## config.mk

```make
export PLATFORM = sky130hd
export DESIGN_NAME = i2c_master_bit_sequencer_flat
export DESIGN_NICKNAME = d
export VERILOG_FILES = /design/src/rtl/i2cbs_pkg.sv /design/src/rtl/i2cbs_if.sv /design/src/rtl/i2c_master_bit_sequencer.sv /design/src/rtl/i2cbs_step.sv /design/src/flat_wrapper.sv
export SDC_FILE = /design/constraint.sdc
export NUM_CORES = 1
export LEC_CHECK = 0
export BUFFER_PORTS_ARGS = -buffer_cell sky130_fd_sc_hd__buf_2
export CAP_MARGIN = 10
export CORE_ASPECT_RATIO = 0.8
export CORE_MARGIN = 4
export CORE_UTILIZATION = 60
export CTS_CLUSTER_SIZE = 28
export DETAILED_ROUTE_END_ITERATION = 8
export PLACE_DENSITY = 0.91
export RECOVER_POWER = 100
export SYNTH_ARGS = -nofsm -noshare
export SYNTH_HDL_FRONTEND = slang
export SYNTH_HIERARCHICAL = 1
export SYNTH_SLANG_ARGS = --single-unit
export TNS_END_PERCENT = 30
```

## constraint.sdc

```tcl
create_clock -name i_clk -period 5.7 [get_ports i_clk]
set_input_delay 1.14 -clock i_clk [delete_from_list [all_inputs] [get_ports i_clk]]
set_output_delay 1.14 -clock i_clk [all_outputs]
set_load 0.005 [all_outputs]
```

## src/rtl/i2cbs_pkg.sv

```systemverilog
// Package for the I2C master bit sequencer: command codes, phase numbers,
// sequencer state and result types. No dependencies.
`default_nettype none

package i2cbs_pkg;

    localparam int BITS_PER_BYTE = 8;

    localparam logic [3:0]  LAST_BIT          = 4'(BITS_PER_BYTE - 1);
    localparam logic [15:0] PHASE_TICKS_RESET = 16'd4;

    typedef enum logic [2:0] {
        OP_IDLE  = 3'd0,
        OP_START = 3'd1,
        OP_STOP  = 3'd2,
        OP_ACK   = 3'd3,
        OP_NOACK = 3'd4,
        OP_TEST  = 3'd5,
        OP_WRITE = 3'd6,
        OP_READ  = 3'd7
    } t_op;

    localparam logic [2:0] PH_FIRST  = 3'd0;
    localparam logic [2:0] PH_SECOND = 3'd1;
    localparam logic [2:0] PH_THIRD  = 3'd2;
    localparam logic [2:0] PH_FOURTH = 3'd3;

    typedef struct packed {
        logic        scl;
        logic        sda;
        t_op         cmd;
        logic [2:0]  phase;
        logic [3:0]  bit_cnt;
        logic [15:0] delay;
        logic [7:0]  tx_shift;
        logic [7:0]  rx_shift;
        logic        ack_flag;
    } t_state;

    typedef struct packed {
        logic       scl_level;
        logic       sda_level;
        logic       busy_res;
        logic       done_res;
        logic [7:0] rx_byte;
        logic       no_ack;
    } t_result;

endpackage

`default_nettype wire

```

## src/rtl/i2cbs_if.sv

```systemverilog
// Valid/ready channel interfaces for the I2C master bit sequencer:
// command/tick channel and result channel. No dependencies.
`default_nettype none

interface i2cbs_cmd_if;
    logic       valid;
    logic       ready;
    logic [2:0] operation;
    logic [7:0] tx_byte;
    logic       sda_in;

    modport source (output valid, output operation, output tx_byte, output sda_in,
                    input ready);
    modport sink   (input valid, input operation, input tx_byte, input sda_in,
                    output ready);
endinterface

interface i2cbs_res_if;
    logic       valid;
    logic       ready;
    logic       scl_level;
    logic       sda_level;
    logic       busy_res;
    logic       done_res;
    logic [7:0] rx_byte;
    logic       no_ack;

    modport source (output valid, output scl_level, output sda_level, output busy_res,
                    output done_res, output rx_byte, output no_ack, input ready);
    modport sink   (input valid, input scl_level, input sda_level, input busy_res,
                    input done_res, input rx_byte, input no_ack, output ready);
endinterface

`default_nettype wire

```

## src/rtl/i2c_master_bit_sequencer.sv

```systemverilog
// I2C master bit sequencer: one transaction on the command channel is one tick and
// gives exactly one result transaction. While idle a non-zero operation starts a
// command (start, stop, ack, no-ack, test ack, write byte, read byte) which runs as a
// list of pin phases, most held for phase_ticks ticks (zero counts as one); the last
// no-ack/test phase and the non-SCL-high read phases take one tick. The block takes
// one transaction per clock: a command register feeds the tick logic, whose
// outcome lands in the result register; only a stalled result channel slows the
// input. phase_ticks is written on i_cfg_we and should only change while no
// command is running. Depends on i2cbs_pkg, i2cbs_if and i2cbs_step.
`default_nettype none

module i2c_master_bit_sequencer
    import i2cbs_pkg::*;
(
    input  wire logic        i_clk,
    input  wire logic        i_rst_n,
    input  wire logic        i_cfg_we,
    input  wire logic [15:0] i_cfg_wdata,
    i2cbs_cmd_if.sink        i_cmd,
    i2cbs_res_if.source      o_res
);

    logic [15:0] r_phase_ticks;
    logic        r_in_valid;
    logic [2:0]  r_in_op;
    logic [7:0]  r_in_tx;
    logic        r_in_sda;
    t_state      r_state;
    t_state      n_state;
    logic        r_out_valid;
    t_result     r_out;
    t_result     n_out;
    logic        w_adv;
    logic        w_in_acc;

    assign w_adv       = r_in_valid && (!r_out_valid || o_res.ready);
    assign i_cmd.ready = !r_in_valid || w_adv;
    assign w_in_acc    = i_cmd.valid && i_cmd.ready;

    i2cbs_step u_step (
        .i_state       (r_state),
        .i_operation   (r_in_op),
        .i_tx_byte     (r_in_tx),
        .i_sda_in      (r_in_sda),
        .i_phase_ticks (r_phase_ticks),
        .o_state       (n_state),
        .o_result      (n_out)
    );

    always_ff @(posedge i_clk) begin
        if (!i_rst_n) begin
            r_phase_ticks <= PHASE_TICKS_RESET;
        end else if (i_cfg_we) begin
            r_phase_ticks <= i_cfg_wdata;
        end
    end

    always_ff @(posedge i_clk) begin
        if (!i_rst_n) begin
            r_in_valid <= 1'b0;
        end else if (w_in_acc) begin
            r_in_valid <= 1'b1;
        end else if (w_adv) begin
            r_in_valid <= 1'b0;
        end
    end

    always_ff @(posedge i_clk) begin
        if (w_in_acc) begin
            r_in_op  <= i_cmd.operation;
            r_in_tx  <= i_cmd.tx_byte;
            r_in_sda <= i_cmd.sda_in;
        end
    end

    // sequencer state moves only when a tick is consumed
    always_ff @(posedge i_clk) begin
        if (!i_rst_n) begin
            r_state <= '{scl: 1'b1, sda: 1'b1, cmd: OP_IDLE, phase: 3'd0, bit_cnt: 4'd0,
                         delay: 16'd0, tx_shift: 8'd0, rx_shift: 8'd0, ack_flag: 1'b0};
        end else if (w_adv) begin
            r_state <= n_state;
        end
    end

    always_ff @(posedge i_clk) begin
        if (!i_rst_n) begin
            r_out_valid <= 1'b0;
        end else if (w_adv) begin
            r_out_valid <= 1'b1;
        end else if (o_res.ready) begin
            r_out_valid <= 1'b0;
        end
    end

    always_ff @(posedge i_clk) begin
        if (w_adv) begin
            r_out <= n_out;
        end
    end

    assign o_res.valid     = r_out_valid;
    assign o_res.scl_level = r_out.scl_level;
    assign o_res.sda_level = r_out.sda_level;
    assign o_res.busy_res  = r_out.busy_res;
    assign o_res.done_res  = r_out.done_res;
    assign o_res.rx_byte   = r_out.rx_byte;
    assign o_res.no_ack    = r_out.no_ack;

endmodule

`default_nettype wire

```

## src/rtl/i2cbs_step.sv

```systemverilog
// Next-state and result logic for one tick of the I2C bit sequencer.
// Depends on i2cbs_pkg.
`default_nettype none

module i2cbs_step
    import i2cbs_pkg::*;
(
    input  t_state      i_state,
    input  logic [2:0]  i_operation,
    input  logic [7:0]  i_tx_byte,
    input  logic        i_sda_in,
    input  logic [15:0] i_phase_ticks,
    output t_state      o_state,
    output t_result     o_result
);

    t_state s;
    t_op    op;
    logic   busy;
    logic   done;
    logic   enter;
    logic   held;
    logic   final_ph;

    always_comb begin
        s     = i_state;
        op    = t_op'(i_operation);
        busy  = 1'b0;
        done  = 1'b0;
        enter = 1'b0;

        if (s.cmd == OP_IDLE) begin
            if (op != OP_IDLE) begin
                s.cmd     = op;
                s.phase   = PH_FIRST;
                s.bit_cnt = 4'd0;
                if (op == OP_WRITE) s.tx_shift = i_tx_byte;
                if (op == OP_READ)  s.rx_shift = 8'd0;
                enter = 1'b1;
                busy  = 1'b1;
            end
        end else begin
            busy = 1'b1;
            if (s.delay != 16'd0) begin
                s.delay = s.delay - 16'd1;
            end else begin
                // advance to the next phase; byte commands loop per bit
                if (s.cmd == OP_WRITE && s.phase == PH_THIRD) begin
                    s.phase    = PH_FIRST;
                    s.bit_cnt  = s.bit_cnt + 4'd1;
                    s.tx_shift = {s.tx_shift[6:0], 1'b0};
                end else if (s.cmd == OP_READ && s.phase == PH_THIRD) begin
                    s.phase   = PH_SECOND;
                    s.bit_cnt = s.bit_cnt + 4'd1;
                end else begin
                    s.phase = s.phase + 3'd1;
                end
                enter = 1'b1;
            end
        end

        if (enter) begin
            unique case (s.cmd)
                OP_START: begin
                    if (s.phase == PH_FIRST)       s.sda = 1'b1;
                    else if (s.phase == PH_SECOND) s.scl = 1'b1;
                    else if (s.phase == PH_THIRD)  s.sda = 1'b0;
                    else                           s.scl = 1'b0;
                end
                OP_STOP: begin
                    if (s.phase == PH_FIRST)       s.scl = 1'b0;
                    else if (s.phase == PH_SECOND) s.sda = 1'b0;
                    else if (s.phase == PH_THIRD)  s.scl = 1'b1;
                    else                           s.sda = 1'b1;
                end
                OP_ACK: begin
                    if (s.phase == PH_FIRST)       s.sda = 1'b0;
                    else if (s.phase == PH_SECOND) s.scl = 1'b1;
                    else if (s.phase == PH_THIRD)  s.scl = 1'b0;
                    else                           s.sda = 1'b1;
                end
                OP_NOACK: begin
                    if (s.phase == PH_FIRST)       s.sda = 1'b1;
                    else if (s.phase == PH_SECOND) s.scl = 1'b1;
                    else if (s.phase == PH_THIRD)  s.scl = 1'b0;
                    else                           s.sda = 1'b0;
                end
                OP_TEST: begin
                    if (s.phase == PH_FIRST)       s.sda = 1'b1;
                    else if (s.phase == PH_SECOND) s.scl = 1'b1;
                    else if (s.phase == PH_THIRD)  s.ack_flag = i_sda_in;
                    else                           s.scl = 1'b0;
                end
                OP_WRITE: begin
                    if (s.phase == PH_FIRST)       s.sda = s.tx_shift[7];
                    else if (s.phase == PH_SECOND) s.scl = 1'b1;
                    else                           s.scl = 1'b0;
                end
                OP_READ: begin
                    if (s.phase == PH_FIRST) begin
                        s.sda = 1'b1;
                    end else if (s.phase == PH_SECOND) begin
                        s.scl = 1'b1;
                    end else begin
                        s.rx_shift = {s.rx_shift[6:0], i_sda_in};
                        s.scl      = 1'b0;
                    end
                end
                OP_IDLE: begin
                end
                default: begin
                end
            endcase

            held = !(((s.cmd == OP_NOACK) || (s.cmd == OP_TEST)) && s.phase == PH_FOURTH)
                && !((s.cmd == OP_READ) && s.phase != PH_SECOND);
            // a zero hold counts as one tick
            if (held && i_phase_ticks != 16'd0) s.delay = i_phase_ticks - 16'd1;
            else                                s.delay = 16'd0;
        end else begin
            held = 1'b0;
        end

        if (s.cmd == OP_WRITE || s.cmd == OP_READ)
            final_ph = (s.phase == PH_THIRD) && (s.bit_cnt == LAST_BIT);
        else
            final_ph = (s.phase == PH_FOURTH);

        if (busy && s.delay == 16'd0 && final_ph) begin
            done      = 1'b1;
            s.cmd     = OP_IDLE;
            s.phase   = PH_FIRST;
            s.bit_cnt = 4'd0;
        end

        o_state            = s;
        o_result.scl_level = s.scl;
        o_result.sda_level = s.sda;
        o_result.busy_res  = busy;
        o_result.done_res  = done;
        o_result.rx_byte   = s.rx_shift;
        o_result.no_ack    = s.ack_flag;
    end

endmodule

`default_nettype wire

```

## src/flat_wrapper.sv

```systemverilog
// flat-port wrapper written by rule: the top's interface ports become plain ports
module i2c_master_bit_sequencer_flat import i2cbs_pkg::*;
  (i_clk, i_rst_n, i_cfg_we, i_cfg_wdata, i_cmd_valid, i_cmd_operation, i_cmd_tx_byte, i_cmd_sda_in, i_cmd_ready, o_res_valid, o_res_scl_level, o_res_sda_level, o_res_busy_res, o_res_done_res, o_res_rx_byte, o_res_no_ack, o_res_ready);
  i2cbs_cmd_if i_cmd_i ();
  i2cbs_res_if o_res_i ();
  input  wire logic i_clk;
  input  wire logic i_rst_n;
  input  wire logic i_cfg_we;
  input  wire logic [15:0] i_cfg_wdata;
  input wire logic [$bits(i_cmd_i.valid)-1:0] i_cmd_valid;
  input wire logic [$bits(i_cmd_i.operation)-1:0] i_cmd_operation;
  input wire logic [$bits(i_cmd_i.tx_byte)-1:0] i_cmd_tx_byte;
  input wire logic [$bits(i_cmd_i.sda_in)-1:0] i_cmd_sda_in;
  output wire logic [$bits(i_cmd_i.ready)-1:0] i_cmd_ready;
  output wire logic [$bits(o_res_i.valid)-1:0] o_res_valid;
  output wire logic [$bits(o_res_i.scl_level)-1:0] o_res_scl_level;
  output wire logic [$bits(o_res_i.sda_level)-1:0] o_res_sda_level;
  output wire logic [$bits(o_res_i.busy_res)-1:0] o_res_busy_res;
  output wire logic [$bits(o_res_i.done_res)-1:0] o_res_done_res;
  output wire logic [$bits(o_res_i.rx_byte)-1:0] o_res_rx_byte;
  output wire logic [$bits(o_res_i.no_ack)-1:0] o_res_no_ack;
  input wire logic [$bits(o_res_i.ready)-1:0] o_res_ready;
  assign i_cmd_i.valid = i_cmd_valid;
  assign i_cmd_i.operation = i_cmd_operation;
  assign i_cmd_i.tx_byte = i_cmd_tx_byte;
  assign i_cmd_i.sda_in = i_cmd_sda_in;
  assign i_cmd_ready = i_cmd_i.ready;
  assign o_res_valid = o_res_i.valid;
  assign o_res_scl_level = o_res_i.scl_level;
  assign o_res_sda_level = o_res_i.sda_level;
  assign o_res_busy_res = o_res_i.busy_res;
  assign o_res_done_res = o_res_i.done_res;
  assign o_res_rx_byte = o_res_i.rx_byte;
  assign o_res_no_ack = o_res_i.no_ack;
  assign o_res_i.ready = o_res_ready;
  i2c_master_bit_sequencer u_core (.i_clk(i_clk), .i_rst_n(i_rst_n), .i_cfg_we(i_cfg_we), .i_cfg_wdata(i_cfg_wdata), .i_cmd(i_cmd_i), .o_res(o_res_i));
endmodule
```

### After elaboration in Yosys (flattened, before gate mapping)

Index checks and enable logic that the tools add are counted.

| word-level totals | value |
|---|---|
| logic and storage cells | 138 |
| input bits | 33 |
| output and inout port bits | 15 |
| flip-flop bits (word level) | 88 |

| operators by class | value |
|---|---|
| muxes and demuxes | 63 |
| $add $sub $neg | 4 |
| reduce and logical (&&, ||, !) cells | 29 |
| eq/ne operators | 20 |

Operator list:

| kind | count |
|---|---|
| two-way mux 16 bit | 5 |
| two-way mux 8 bit | 9 |
| two-way mux 1 bit | 38 |
| nonzero test 16 bit | 2 |
| subtractor 16 x 1 -> 16 bit, second input constant | 2 |
| == test 3 bit, second input constant | 8 |
| two-way mux 7 bit | 3 |
| two-way mux 10 bit | 2 |
| logical NOT 16 bit | 1 |
| == test 3 x 2 -> 1 bit, second input constant | 5 |
| case mux 2 bit (7 select lines) | 1 |
| logical AND 1 bit | 11 |
| two-way mux 9 bit | 1 |
| == test 3 x 1 -> 1 bit, second input constant | 2 |
| logical NOT 3 bit | 2 |
| two-way mux 3 bit | 2 |
| nonzero test 2 bit | 3 |
| AND reduction 5 bit | 1 |
| adder 4 x 1 -> 4 bit, second input constant | 1 |
| == test 4 x 3 -> 1 bit, second input constant | 1 |
| logical NOT 1 bit | 4 |
| logical OR 1 bit | 4 |
| two-way mux 4 bit | 1 |
| != test 2 x 1 -> 1 bit, second input constant | 2 |
| 5 further kinds | 5 |

### Depth between registers and ports, before layout

| logic depth | value |
|---|---|
| depth after elaboration | 17 |
| depth in mapped cells | 15 |
| depth with buffers taken out | 13 |

### Modules after synthesis

The synthesis kept the hierarchy.

Modules (own cells, without submodules):

| module | seq. area each (um^2) | cells an instance | area an instance (um^2) | times used |
|---|---|---|---|---|
| i2c_master_bit_sequencer | 2011.9 | 282 | 3283.1 | 1 |
| i2cbs_step | 0.0 | 367 | 2303.5 | 1 |

### Least setup slack after synthesis

No wires, ideal clock.

| timing | value |
|---|---|
| path kind | register to register |
| start point | register u_core/r_state[17] (netlist name) |
| end point | register u_core/r_state[35] (netlist name) |
| setup slack | 2.561 ns |
| required time | 5.580 ns |
| clock period less this slack | 3.139 ns |
| library setup time | 0.120 ns |
| path buffers | 0 |
| cell stages (with the launch flop) | 13 |
| arrival time | 3.019 ns |
| cells stage by stage | dfxtp_1 > inv_1 > ha_1 > nor2b_1 > and4b_1 > a2111oi_0 > o21ai_1 > o31a_1 > o41a_1 > a311oi_4 > o21ba_1 > nand2_1 > mux2i_1 |

RTL lines:

| element | line | source |
|---|---|---|
| start, declared | i2c_master_bit_sequencer.sv:28 | `t_state r_state;` |
| start signal, assigned | i2c_master_bit_sequencer.sv:79 | `r_state <= '{scl: 1'b1, sda: 1'b1, cmd: OP_IDLE, phase: 3'd0, bit_cnt: 4'd0,` |
| start signal, assigned | i2c_master_bit_sequencer.sv:82 | `r_state <= n_state;` |

==> impl_metrics.toml <==
[status]
status = "finished with violations"
violations = "capacitance limit, slew limit"

[synthesis]
async_flop_share = 0
syn_nets = 689
synth_cell_type_count = 71
syn_area_per_cell_sq_um = 8.608
yosys.area.top_type = "dfxtp_1"
yosysWarnings = 6
synth_edf_count = 25
synth-xor-area-share = 0.04390
synthSimpleGateAreaFrac = 0.2540
syn_inst = 649
ys_ff_latch = 88
yosys-top-cells-count = "130 x nand2_1, 67 x mux2i_1, 63 x dfxtp_1, 51 x nor2_1, 25 x edfxtp_1"
ys_seq_area_frac = 0.3601
synth_most_common_cell = "nand2_1"
synthFlopType = "dfxtp_1"
syn_area_sq_mm = 0.005587
synth_area_leaders = "dfxtp_1 23%, edfxtp_1 13%, mux2i_1 12%"
synth_top_family_by_area = "simple AND/OR/NAND/NOR gates"
muxShareOfSynthArea = 0.1221
synth_adder_area_share = 0.01568
synth_compound_area_frac = 0.1310
synth_top_area_share = 0.2258

[placed_design]
io_buffers = 47
gp_congestion = 0.9431
dp_cells = 765
dp_hpwl_um = 9034

[clock_tree]
post_cts_buffers = 0
cts_sinks = 88
clk_pin_slew_ns = 0.07
clockBufferDepth = 2
hold_buffers = 0
cts_tree = "done"
cts-root-buf = "clkbuf_16"
ctsResizeCount = 0
cts_made_buffers = 9
insertion_delay_ns = 0.34
htree_num_levels = 3

[run]
max_cap_viol_count = 2

[setup_path]
path_max_fanout = 11
critPathKind = "register to register"
start_kind = "register"
cp.arrival_ns = 4.31
cp-end-kind = "register"
cp_data_required_time_ns = 5.80

[timing]
hold_viol = 0
fin_tns_setup_ns = 0
fin_crit_sh = 0.7389
slew_violations = 109
period_needed_ns = 4.212
rsz0062_at_grt = "no"
relSlewSlack = -1.314
tightest_slew_ns = 3.467
fin_skew_ns = 0.008412
fmax_mhz = 237.4
setup_viol = 0

[detailed_routing]
route.met2.wl_um = 5729
top_layer_used = "met4"
antenna_left = 0
wl_met3_um = 1011
first_iter_violations = 470
firstDrtPassIters = 6
viasPerCell = 6.152
drt-total-wl_um = 12790
drc = 0
routedWlPerCell_um = 16.37
wl_met1_um = 5862
routed-via-count = 4805

[floorplan]
io_pins = 48
initial_utilization = 0.6155
rows = 31
die_h_um = 94.31
dieArea_sq_mm = 0.01093
core_area_sq_mm = 0.009076
die_x_um = 115.9

[finish]
antennaDiodeCount = 0
fillers = 812
drive_gt1_frac = 0.1081
areaGrowthSynthToFinish_pct = 5.778
final_cells = 781
final_nets = 701

[global_route]
grt_pass1_wl_um = 21440
grt_usage = 0.2427
globalRouteOverflowTotal = 0
grt_pass1_vias = 4384
antenna_found_initial = 0
grt_max_degree = 57

[power]
p_leak_uw = 0.002240
vdd_ir_drop_max_mv = 0.1878
p_per_area_mw_per_mm2 = 285.5
total_power_uw = 1687

[hold_path]
worst_hold_path_type = "register to register"
[report_power, final]
part / internal [uW] / total, uW / switching (uW)
clock network: 313 / 595 / 282
logic: 139 / 386 / 247
registers: 672 / 705 / 33.3
[final timing paths]
kind,from,endpoint,slack [ns],depth (start not counted)
worst max-delay path,u_core/r_state[17],u_core/r_state[35],1.49,12
worst min-delay path,u_core/r_state[16],u_core/r_state[16],0.46,2
worst max register to register,u_core/r_state[17],u_core/r_state[35],1.49,12
worst min register to register,u_core/r_state[16],u_core/r_state[16],0.46,2
[metrics by stage]
| stage | hold slack [ns] | cell area [sq um] | worst slack (ns) | utilization |
|---|---|---|---|---|
| after CTS | 0.4608 | 5949 | 1.688 | 0.6555 |
| after floorplan | 0.4314 | 5587 | 2.561 | - |
| after global routing | 0.4863 | 5909 | 1.119 | 0.6511 |
| after global placement | 0.4422 | 5643 | 1.866 | 0.6217 |
| after detailed placement | 0.4523 | 5643 | 1.753 | 0.6217 |
| final | 0.4631 | 5909 | 1.488 | 0.6511 |
[routing by layer]
layer  GRT usage  vias to the layer above
met2      0.3697                      193
met5           0                        -
met4     0.05894                        0
met3     0.05023                       26
met1      0.3535                     2266
li1            -                     2320
[logic make-up after synthesis]
family	count (synthesis)
XOR/XNOR	28
buffers and inverters	66
AND/OR/NAND/NOR	288
AO/OA/AOI/OAI	104
adder cells (fa/ha/maj)	7
multiplexers	68
flip-flops	88
[worst max-delay path, cell delays in order, from the launching register on]
cell,delay (ns)
dfxtp_1,0.43
inv_1,0.12
ha_1,0.23
nor2b_1,0.14
and4b_1,0.35
a2111oi_0,1.02
o21ai_1,0.16
o31a_1,0.18
o41a_1,0.45
a311oi_4,0.54
o21ba_1,0.22
nand2_1,0.05
mux2i_1,0.07
[state kept, by name, indices dropped and copies added, names as in the netlist, 3 cells and up]
name                  flops
u_core/r_in_op            3
u_core/r_phase_ticks     16
u_core/o_res.rx_byte      8
u_core/r_in_tx            8
u_core/r_state           45
[area by class of cell]
cell class	count	area, sq um	area share
sequential	88	2012	0.3405
clock buffer	9	225.2	0.03811
clock inverter	7	81.33	0.01376
tap	115	143.9	0.02435
inverter	17	63.81	0.01080
multi-input combinational	495	3139	0.5312
timing repair buffer	50	244.0	0.04129
[layout by cell type (no fill, tap or decap), types with 5 or more instances in the layout]
cell       synthesis  final
a21o_1             6      6
a21oi_1           18     18
a22oi_1            6      6
a31oi_1            5      5
buf_2             11     36
clkbuf_1          14     11
clkbuf_16          0      9
dfxtp_1           63     63
edfxtp_1          25     25
ha_1               7      7
inv_1             15     15
mux2i_1           67     67
nand2_1          130    130
nand3_1           13     13
nand3b_1           6      6
nand4_1            9      9
nor2_1            51     51
nor2b_1           18     19
nor3_1            16     16
nor4_1             7      7
nor4b_1            5      5
o21ai_0           19     19
o22ai_1           13     13
xnor2_1           16     16
xor2_1            12     12
No activity file was read; power rests on OpenSTA's default activity.
